## config.mk

```make
export PLATFORM = sky130hd
export DESIGN_NAME = fixed_point_16_16_divider_core
export DESIGN_NICKNAME = d
export VERILOG_FILES = /design/src/fpd_pkg.sv /design/src/fpd_prep.sv /design/src/fpd_step.sv /design/src/fpd_post.sv /design/src/fixed_point_16_16_divider_core.sv
export SDC_FILE = /design/constraint.sdc
export NUM_CORES = 2
export LEC_CHECK = 0
export ABC_AREA = 0
export BUFFER_PORTS_ARGS = -buffer_cell sky130_fd_sc_hd__buf_2
export CAP_MARGIN = 10
export CELL_PAD_IN_SITES_DETAIL_PLACEMENT = 0
export CELL_PAD_IN_SITES_GLOBAL_PLACEMENT = 2
export CORE_ASPECT_RATIO = 2
export CORE_MARGIN = 10
export CORE_UTILIZATION = 42
export DETAILED_ROUTE_END_ITERATION = 8
export PLACE_DENSITY = 0.8
export SLEW_MARGIN = 20
export SYNTH_ARGS = -nofsm -noshare
export SYNTH_HDL_FRONTEND = slang
export SYNTH_HIERARCHICAL = 1
export SYNTH_SLANG_ARGS = --single-unit
```

## constraint.sdc

```tcl
create_clock -name i_clk -period 123.4 [get_ports i_clk]
set_input_delay 24.68 -clock i_clk [delete_from_list [all_inputs] [get_ports i_clk]]
set_output_delay 24.68 -clock i_clk [all_outputs]
set_load 0.02 [all_outputs]
```

## src/fpd_pkg.sv

```systemverilog
// Shared constants and the pipeline stage record for the Q16.16 divider.
`default_nettype none
package fpd_pkg;

    // Operand and result width, and the fixed-point split
    localparam int DATA_W      = 32;
    localparam int FRAC_BITS   = 16;
    localparam int GUARD_SHIFT = 14;

    // Quotient magnitude bits produced on the normal path
    localparam int Q_BITS = GUARD_SHIFT + FRAC_BITS;

    // Saturated result codes
    localparam logic [DATA_W-1:0] SAT_POS = {1'b0, {(DATA_W-1){1'b1}}};
    localparam logic [DATA_W-1:0] SAT_NEG = {1'b1, {(DATA_W-1){1'b0}}};

    // One item in flight: rem holds the partial remainder, num shifts numerator
    // bits out at the top while quotient bits enter at the bottom.
    typedef struct packed {
        logic              valid;
        logic              sat;
        logic              neg;
        logic [DATA_W-1:0] den;
        logic [DATA_W-1:0] rem;
        logic [Q_BITS-1:0] num;
    } t_stage;

endpackage
`default_nettype wire

```

## src/fpd_prep.sv

```systemverilog
// Entry stage: operand magnitudes, result sign, overflow guard, remainder seed.
`default_nettype none
module fpd_prep
    import fpd_pkg::*;
(
    input  wire logic              i_clk,
    input  wire logic              i_rst_n,
    input  wire logic              i_en,
    input  wire logic              i_valid,
    input  wire logic [DATA_W-1:0] i_dividend,
    input  wire logic [DATA_W-1:0] i_divisor,
    output t_stage                 o_stage
);

    logic [DATA_W-1:0] w_ua;
    logic [DATA_W-1:0] w_ub;
    logic              w_sat;
    t_stage            r_stage;

    // Unsigned magnitudes; the most negative value maps to 2^31
    always_comb begin
        w_ua  = i_dividend[DATA_W-1] ? (DATA_W'(0) - i_dividend) : i_dividend;
        w_ub  = i_divisor[DATA_W-1]  ? (DATA_W'(0) - i_divisor)  : i_divisor;
        // Quotient would not fit (covers a zero divisor)
        w_sat = (w_ua >> GUARD_SHIFT) >= w_ub;
    end

    // Stage register: only the valid bit is reset; top dividend bits seed the
    // remainder, the rest feed the shifts
    always_ff @(posedge i_clk) begin
        if (!i_rst_n) begin
            r_stage.valid <= 1'b0;
        end else if (i_en) begin
            r_stage.valid <= i_valid;
        end
        if (i_en) begin
            r_stage.sat <= w_sat;
            r_stage.neg <= i_dividend[DATA_W-1] ^ i_divisor[DATA_W-1];
            r_stage.den <= w_ub;
            r_stage.rem <= DATA_W'(w_ua[DATA_W-1:GUARD_SHIFT]);
            r_stage.num <= {w_ua[GUARD_SHIFT-1:0], {FRAC_BITS{1'b0}}};
        end
    end

    assign o_stage = r_stage;

endmodule
`default_nettype wire

```

## src/fpd_step.sv

```systemverilog
// One restoring-division step: shift in a numerator bit, trial subtract, register.
`default_nettype none
module fpd_step
    import fpd_pkg::*;
(
    input  wire logic   i_clk,
    input  wire logic   i_rst_n,
    input  wire logic   i_en,
    input  wire t_stage i_stage,
    output t_stage      o_stage
);

    logic [DATA_W:0]   w_shift;
    logic [DATA_W:0]   w_diff;
    logic              w_qbit;
    t_stage            r_stage;

    // Trial subtract; no borrow means the quotient bit is one
    always_comb begin
        w_shift = {i_stage.rem, i_stage.num[Q_BITS-1]};
        w_diff  = w_shift - {1'b0, i_stage.den};
        w_qbit  = ~w_diff[DATA_W];
    end

    // Stage register: only the valid bit is reset
    always_ff @(posedge i_clk) begin
        if (!i_rst_n) begin
            r_stage.valid <= 1'b0;
        end else if (i_en) begin
            r_stage.valid <= i_stage.valid;
        end
        if (i_en) begin
            r_stage.sat <= i_stage.sat;
            r_stage.neg <= i_stage.neg;
            r_stage.den <= i_stage.den;
            r_stage.rem <= w_qbit ? w_diff[DATA_W-1:0] : w_shift[DATA_W-1:0];
            r_stage.num <= {i_stage.num[Q_BITS-2:0], w_qbit};
        end
    end

    assign o_stage = r_stage;

endmodule
`default_nettype wire

```

## src/fpd_post.sv

```systemverilog
// Output stage: sign fix-up or saturation code, held in the output register.
`default_nettype none
module fpd_post
    import fpd_pkg::*;
(
    input  wire logic               i_clk,
    input  wire logic               i_rst_n,
    input  wire logic               i_en,
    input  wire t_stage             i_stage,
    output logic                    o_valid,
    output logic [DATA_W-1:0]       o_quotient,
    output logic                    o_saturated
);

    logic [DATA_W-1:0] w_mag;
    logic [DATA_W-1:0] w_res;
    logic              r_valid;
    logic [DATA_W-1:0] r_quotient;
    logic              r_saturated;

    // Truncate toward zero by negating the magnitude
    always_comb begin
        w_mag = DATA_W'(i_stage.num);
        if (i_stage.sat) begin
            w_res = i_stage.neg ? SAT_NEG : SAT_POS;
        end else begin
            w_res = i_stage.neg ? (DATA_W'(0) - w_mag) : w_mag;
        end
    end

    // Valid bit
    always_ff @(posedge i_clk) begin
        if (!i_rst_n) begin
            r_valid <= 1'b0;
        end else if (i_en) begin
            r_valid <= i_stage.valid;
        end
    end

    // Result payload
    always_ff @(posedge i_clk) begin
        if (i_en) begin
            r_quotient  <= w_res;
            r_saturated <= i_stage.sat;
        end
    end

    assign o_valid     = r_valid;
    assign o_quotient  = r_quotient;
    assign o_saturated = r_saturated;

endmodule
`default_nettype wire

```

## src/fixed_point_16_16_divider_core.sv

```systemverilog
// Top level of the pipelined signed Q16.16 saturating divider.
`default_nettype none
// Divides two signed Q16.16 operands and returns a Q16.16 quotient truncated
// toward zero, or a saturated code (0x80000000 when the operand signs differ,
// else 0x7FFFFFFF) with tuser set when |dividend| >> 14 >= |divisor|, which
// includes a zero divisor. The pipeline takes one transfer per clock while it
// is not held and has one entry stage, 30 restoring-division stages (one
// quotient bit and one 33-bit trial subtract each) and one output register.
// The whole pipeline advances together; it holds while the output register is
// full and not taken, and s_tready is low only then.
module fixed_point_16_16_divider_core
    import fpd_pkg::*;
(
    input  wire logic                i_clk,
    input  wire logic                i_rst_n,
    // Input stream
    input  wire logic                i_s_tvalid,
    output logic                     o_s_tready,
    input  wire logic [2*DATA_W-1:0] i_s_tdata,   // [31:0] dividend, [63:32] divisor
    // Result stream
    output logic                     o_m_tvalid,
    input  wire logic                i_m_tready,
    output logic [DATA_W-1:0]        o_m_tdata,   // [31:0] quotient
    output logic [0:0]               o_m_tuser    // [0] saturated
);

    logic   w_en;
    logic   w_sat;
    t_stage w_pipe [0:Q_BITS];

    // Global advance: output register empty or being taken
    assign w_en       = ~o_m_tvalid | i_m_tready;
    assign o_s_tready = w_en;

    // Entry stage
    fpd_prep u_prep (
        .i_clk      (i_clk),
        .i_rst_n    (i_rst_n),
        .i_en       (w_en),
        .i_valid    (i_s_tvalid),
        .i_dividend (i_s_tdata[DATA_W-1:0]),
        .i_divisor  (i_s_tdata[2*DATA_W-1:DATA_W]),
        .o_stage    (w_pipe[0])
    );

    // Division steps, one quotient bit per stage
    for (genvar g = 0; g < Q_BITS; g++) begin : g_step
        fpd_step u_step (
            .i_clk   (i_clk),
            .i_rst_n (i_rst_n),
            .i_en    (w_en),
            .i_stage (w_pipe[g]),
            .o_stage (w_pipe[g+1])
        );
    end

    // Output register
    fpd_post u_post (
        .i_clk       (i_clk),
        .i_rst_n     (i_rst_n),
        .i_en        (w_en),
        .i_stage     (w_pipe[Q_BITS]),
        .o_valid     (o_m_tvalid),
        .o_quotient  (o_m_tdata),
        .o_saturated (w_sat)
    );

    assign o_m_tuser = w_sat;

`ifndef SYNTHESIS
    // A saturated result carries one of the two saturation codes
    a_sat_code: assert property (@(posedge i_clk) disable iff (!i_rst_n)
        (o_m_tvalid && o_m_tuser[0]) |-> (o_m_tdata == SAT_POS || o_m_tdata == SAT_NEG))
        else $error("saturated result without a saturation code");

    // A normal result magnitude stays below 2^30
    a_norm_range: assert property (@(posedge i_clk) disable iff (!i_rst_n)
        (o_m_tvalid && !o_m_tuser[0]) |-> (o_m_tdata[DATA_W-1] == o_m_tdata[DATA_W-2]))
        else $error("normal result out of range");

    // An accepted transfer enters the entry stage
    a_enter: assert property (@(posedge i_clk) disable iff (!i_rst_n)
        (i_s_tvalid && o_s_tready) |=> w_pipe[0].valid)
        else $error("accepted transfer lost at entry stage");
`endif

endmodule
`default_nettype wire
```

After elaboration in Yosys (flattened, before gate mapping)
Cells that the tools add are included.
{"block": "classes", "n_addsub": 33, "mul": 0, "div": 0, "n_lt_le_gt_ge": 1, "eq_ne": 0, "shifts": 0, "muxes": 34, "bitwise_logic": 33, "reduce_logical": 0}
{"op": "32-bit 2-to-1 mux", "n": 33}
{"op": "33-bit by 32-bit subtractor with 33-bit output", "n": 29}
{"op": "1-bit by 32-bit subtractor with 32-bit output, first input constant", "n": 2}
{"op": "19-bit by 32-bit subtractor with 33-bit output", "n": 1}
{"op": "18-bit by 32-bit greater-or-equal comparator with 1-bit output", "n": 1}
{"op": "1-bit inverter", "n": 31}
{"op": "1-bit by 30-bit subtractor with 31-bit output, first input constant", "n": 1}
{"op": "19-bit 2-to-1 mux", "n": 1}
{"op": "1-bit OR", "n": 1}
{"op": "1-bit bitwise XOR", "n": 1}
{"block": "word_totals", "reg_bits": 2603, "latch_bits": 0, "ramBits": 0, "rom_bits": 0, "in_bits": 68, "output_inout_bits": 35, "wordCells": 304, "memories": 0}

Depth between registers and ports, before layout
{"block": "depth", "word_depth": 3, "ltp_mapped": 15}

Modules after synthesis
The synthesis kept the hierarchy.
{"module": "fpd_step at g_step[23].u_step ...", "instances": 15, "cells_each": 408, "area_per_inst_um2": 5148.7, "seq_area_each_um2": 2902.8}
{"module": "fpd_step at g_step[15].u_step ...", "instances": 9, "cells_each": 404, "area_per_inst_um2": 5277.6, "seq_area_each_um2": 2902.8}
{"module": "fpd_step at g_step[0].u_step ...", "instances": 5, "cells_each": 405, "area_per_inst_um2": 5270.1, "seq_area_each_um2": 2902.8}
{"module": "fpd_step at g_step[14].u_step", "instances": 1, "cells_each": 404, "area_per_inst_um2": 5282.6, "seq_area_each_um2": 2902.8}
{"module": "fpd_prep", "instances": 1, "cells_each": 389, "area_per_inst_um2": 4269.1, "seq_area_each_um2": 2001.9}
{"module": "fpd_post", "instances": 1, "cells_each": 236, "area_per_inst_um2": 2197.1, "seq_area_each_um2": 1011.0}
{"module": "fixed_point_16_16_divider_core", "instances": 1, "cells_each": 1, "area_per_inst_um2": 6.3, "seq_area_each_um2": 0.0}

Worst setup path before layout
No wires, ideal clock.
{"block": "synth_timing", "path_kind": "input -> output", "start": "in i_m_tready", "end": "out o_s_tready", "arrival_ns": 96.603, "t_required_ns": 98.720, "setup_slack_ns": 2.117, "cell_stages": 1, "path_buffers": 0, "path_cell_list": "nand2b_1"}
{"block": "synth_via", "elab_chain_len": 1}
{"element": "from (decl)", "line_no": "fixed_point_16_16_divider_core.sv:22", "source": "input wire logic i_m_tready,"}
{"element": "1-bit OR", "line_no": "fixed_point_16_16_divider_core.sv:32", "source": "assign w_en = ~o_m_tvalid | i_m_tready;"}
{"element": "to (decl)", "line_no": "fixed_point_16_16_divider_core.sv:18", "source": "output logic o_s_tready,"}
No other way between the ends.

Final worst setup path
Ends and elaborated chain as after synthesis.

==> results.rst <==
.. list-table::
   :header-rows: 1

   * - Metric
     - Value
   * - Area Growth Syn to Fin
     - 8.84%
   * - Wire length on met2
     - 277000 um
   * - Internal power summed over all cells
     - 3.29 mW
   * - Drt via density
     - 5.64
   * - # Max-Cap Violations
     - 0
   * - Hold buffer count at CTS
     - 0
   * - Clock tree from TritonCTS
     - built
   * - Slack of the worst reg-to-reg path
     - 115040 ps
   * - Post-DP HPWL
     - 370000 um
   * - Maximum buffer depth of the clock tree
     - 4
   * - Post-synthesis instance area
     - 160000 um2
   * - Area enclosed by the die boundary
     - 406000 um2
   * - Clock root buffer master
     - sky130_fd_sc_hd__clkbuf_16
   * - Count of H-tree levels built during CTS
     - 5
   * - Total setup buffers inserted after CTS
     - 0
   * - Total CTS buffers
     - 290
   * - Number of remaining DRC errors
     - 0
   * - Max Used Layer
     - met5
   * - First-pass GRT wire length
     - 673000 um
   * - R2R Path Start
     - u_post/o_valid
   * - Vert. Die Dim
     - 892 um
   * - Warning count from the yosys run
     - 6
   * - Clock tree skew after final layout
     - 65.3 ps
   * - Port Buffers
     - 102
   * - Switching share of power
     - 0.403
   * - Initial DRC Count
     - 5319
   * - Number of pins with negative max-slew slack in the final report
     - 0
   * - Critical Path AT
     - 25700 ps
   * - Switching power
     - 2.22 mW
   * - Highest clock frequency the design can meet
     - 19.8 MHz
   * - Aggregate routed wire length
     - 467000 um
   * - Destination of the critical timing path
     - o_s_tready
   * - Skew-Pair Late Insertion Delay
     - 940 ps
   * - Classification of the worst setup path
     - input pin to primary output
   * - Outcome
     - completed
   * - Pre-Repair DR Iteration Count
     - 6
   * - Remaining max-slew budget at the tightest pin
     - 0.211
   * - Routed length on met3
     - 12700 um
   * - Count of pins on the block boundary
     - 103
   * - Clock sink count
     - 2947
   * - Shortest clock period the worst path allows after layout
     - 50380 ps
   * - Largest fanout on the critical path
     - 21
   * - R2r endpoint
     - g_step[27].u_step/o_stage[30]
   * - Endpoint type of the worst setup path
     - primary output
   * - Std-Cell Core Area
     - 379000 um2
   * - Number of setup violations in the final report
     - 0
   * - Placer Congestion
     - 0.953
   * - Combined global-route utilization of all metal layers
     - 0.222
   * - Worst slack, placed
     - 72960 ps
   * - Combinational cell fraction of total power
     - 0.512
   * - Die outline width
     - 456 um
   * - Worst supply voltage drop on vdd
     - 0.0167 mV
   * - Actual slew at the worst max-slew pin
     - 1150 ps
   * - Share of total power in the clock network
     - 0.164
   * - Worst hold slack across all endpoints
     - 378 ps
   * - Antenna violations before repair
     - 23
   * - Vias in the first global route
     - 108k
   * - Required arrival time at the worst endpoint
     - 98720 ps
   * - Number of cells traversed by the worst register-to-register path
     - 10
   * - Tightest Hold Check Type
     - flip-flop to flip-flop
   * - Share of the clock period used by the worst path
     - 0.408
   * - Register clock-pin slew on the reported worst setup and hold paths
     - 60 ps
   * - Number of nets in the layout
     - 13.8k
   * - Number of rows created at floorplan
     - 320
   * - Start point of the critical path
     - i_m_tready
   * - Instance count of the mapped netlist
     - 12.6k
   * - Post-CTS resize count
     - 0
   * - Maximum number of pins on one net before global-route repair
     - 210
   * - Layout cell share with drive strength beyond 1
     - 0.119
   * - Routed metal-1 wirelength
     - 120000 um
   * - Core utilization of the finished layout
     - 0.458
   * - Synthesized area divided by synthesized cell count
     - 12.7 um2
   * - Seq pwr share
     - 0.324
   * - Total negative slack for setup checks
     - 0 ps
   * - RSZ-0062 raised after global routing
     - no
   * - Number of failing hold endpoints at the final stage
     - 0
   * - Critical Path Source Type
     - input pin
   * - Static power due to leakage
     - 72.2 nW
   * - Starting utilization of the core area
     - 0.421
   * - Total congestion overflow after global routing
     - 0
   * - Final worst slack
     - 73020 ps
   * - Count of vias placed by the detailed router
     - 101k
   * - Antenna-violating nets left
     - 0
   * - Average routed wire per standard cell
     - 25.9 um
   * - Power per cell area
     - 31.7 nW/um2
==> layout by cell type, fill, tap and decap left out, drive strengths merged, types with 59 or more instances in the layout <==
cell type and n:
nand2 649, nand3 414, a31oi 163, nor3 175
clkinv 106, and3 162, or3 78, a21boi 72
clkbuf 341, o2111ai 133, nor2 354, diode 59
ha 980, o21a 192, o211ai 77, and2 59
nand4 156, o31ai 135, mux2 639, a21o 442
buf 192, edfxtp 2915, nor2b 106, a21oi 771
inv 1175, o21ai 605, a211oi 78, mux2i 97
xor2 393, xnor2 390, nor3b 61, o21bai 86
==> through the flow <==
stage / instances / power [mW] / cell area, um2
6_report: 18000 / 5.51 / 174000
5_1_grt: 18000 / 5.79 / 174000
4_1_cts: 17900 / 5.53 / 174000
3_5_place_dp: 17400 / 4.60 / 164000
3_3_place_gp: 17400 / 4.57 / 164000
2_1_floorplan: 12600 / 3.83 / 160000
==> state kept, by name, summed over array words and instances, names as in the netlist <==
signal	count
u_post/o_saturated	1
u_post/o_quotient	32
u_prep/o_stage	67
u_post/o_valid	1
g_step.u_step/o_stage	2846
==> area by class of cell <==
type,count,area [um2]
fillers,34000,205000
flip-flops and latches,2947,88200
inverters,1157,4490
well taps,4991,6240
clock buffers,341,7590
clock inverters,174,1900
diodes,59,148
multi-input cells,8145,63800
repair buffers,192,1290
==> routing by layer <==
| metal | GRT usage | up-vias |
|---|---|---|
| met2 | 0.473 | 2457 |
| met5 | 0 | - |
| li1 | - | 47700 |
| met4 | 0.225 | 2 |
| met1 | 0.151 | 49700 |
| met3 | 0.0256 | 1588 |
==> power groups by stage <==
stage               clock (mW)  sequential, mW  combinational (mW)
CTS                      0.930            1.78                2.81
floorplan                    0            1.68                2.15
global placement             0            1.79                2.77
global route             0.966            1.81                3.02
finish                   0.902            1.78                2.82
detailed placement           0            1.80                2.80
==> worst max-delay path: stages <==
cell and delay [ps]:
sky130_fd_sc_hd__buf_2 80, sky130_fd_sc_hd__nand2b_4 580, sky130_fd_sc_hd__buf_2 300
==> worst min path at each step <==
| stage | slack [ps] | start | cells past startpoint | endpoint |
|---|---|---|---|---|
| final | 380 | g_step[13].u_step/o_stage[11] | 0 | g_step[14].u_step/o_stage[12] |
| after global routing | 370 | g_step[13].u_step/o_stage[11] | 0 | g_step[14].u_step/o_stage[12] |
| after CTS | 370 | g_step[13].u_step/o_stage[11] | 0 | g_step[14].u_step/o_stage[12] |
| after detailed placement | 400 | g_step[9].u_step/o_stage[17] | 0 | g_step[10].u_step/o_stage[18] |
| after global placement | 400 | g_step[8].u_step/o_stage[5] | 0 | g_step[9].u_step/o_stage[6] |
| after floorplan | 400 | u_prep/o_stage[16] | 0 | g_step[0].u_step/o_stage[17] |
(Power assumes the default switching activity.)
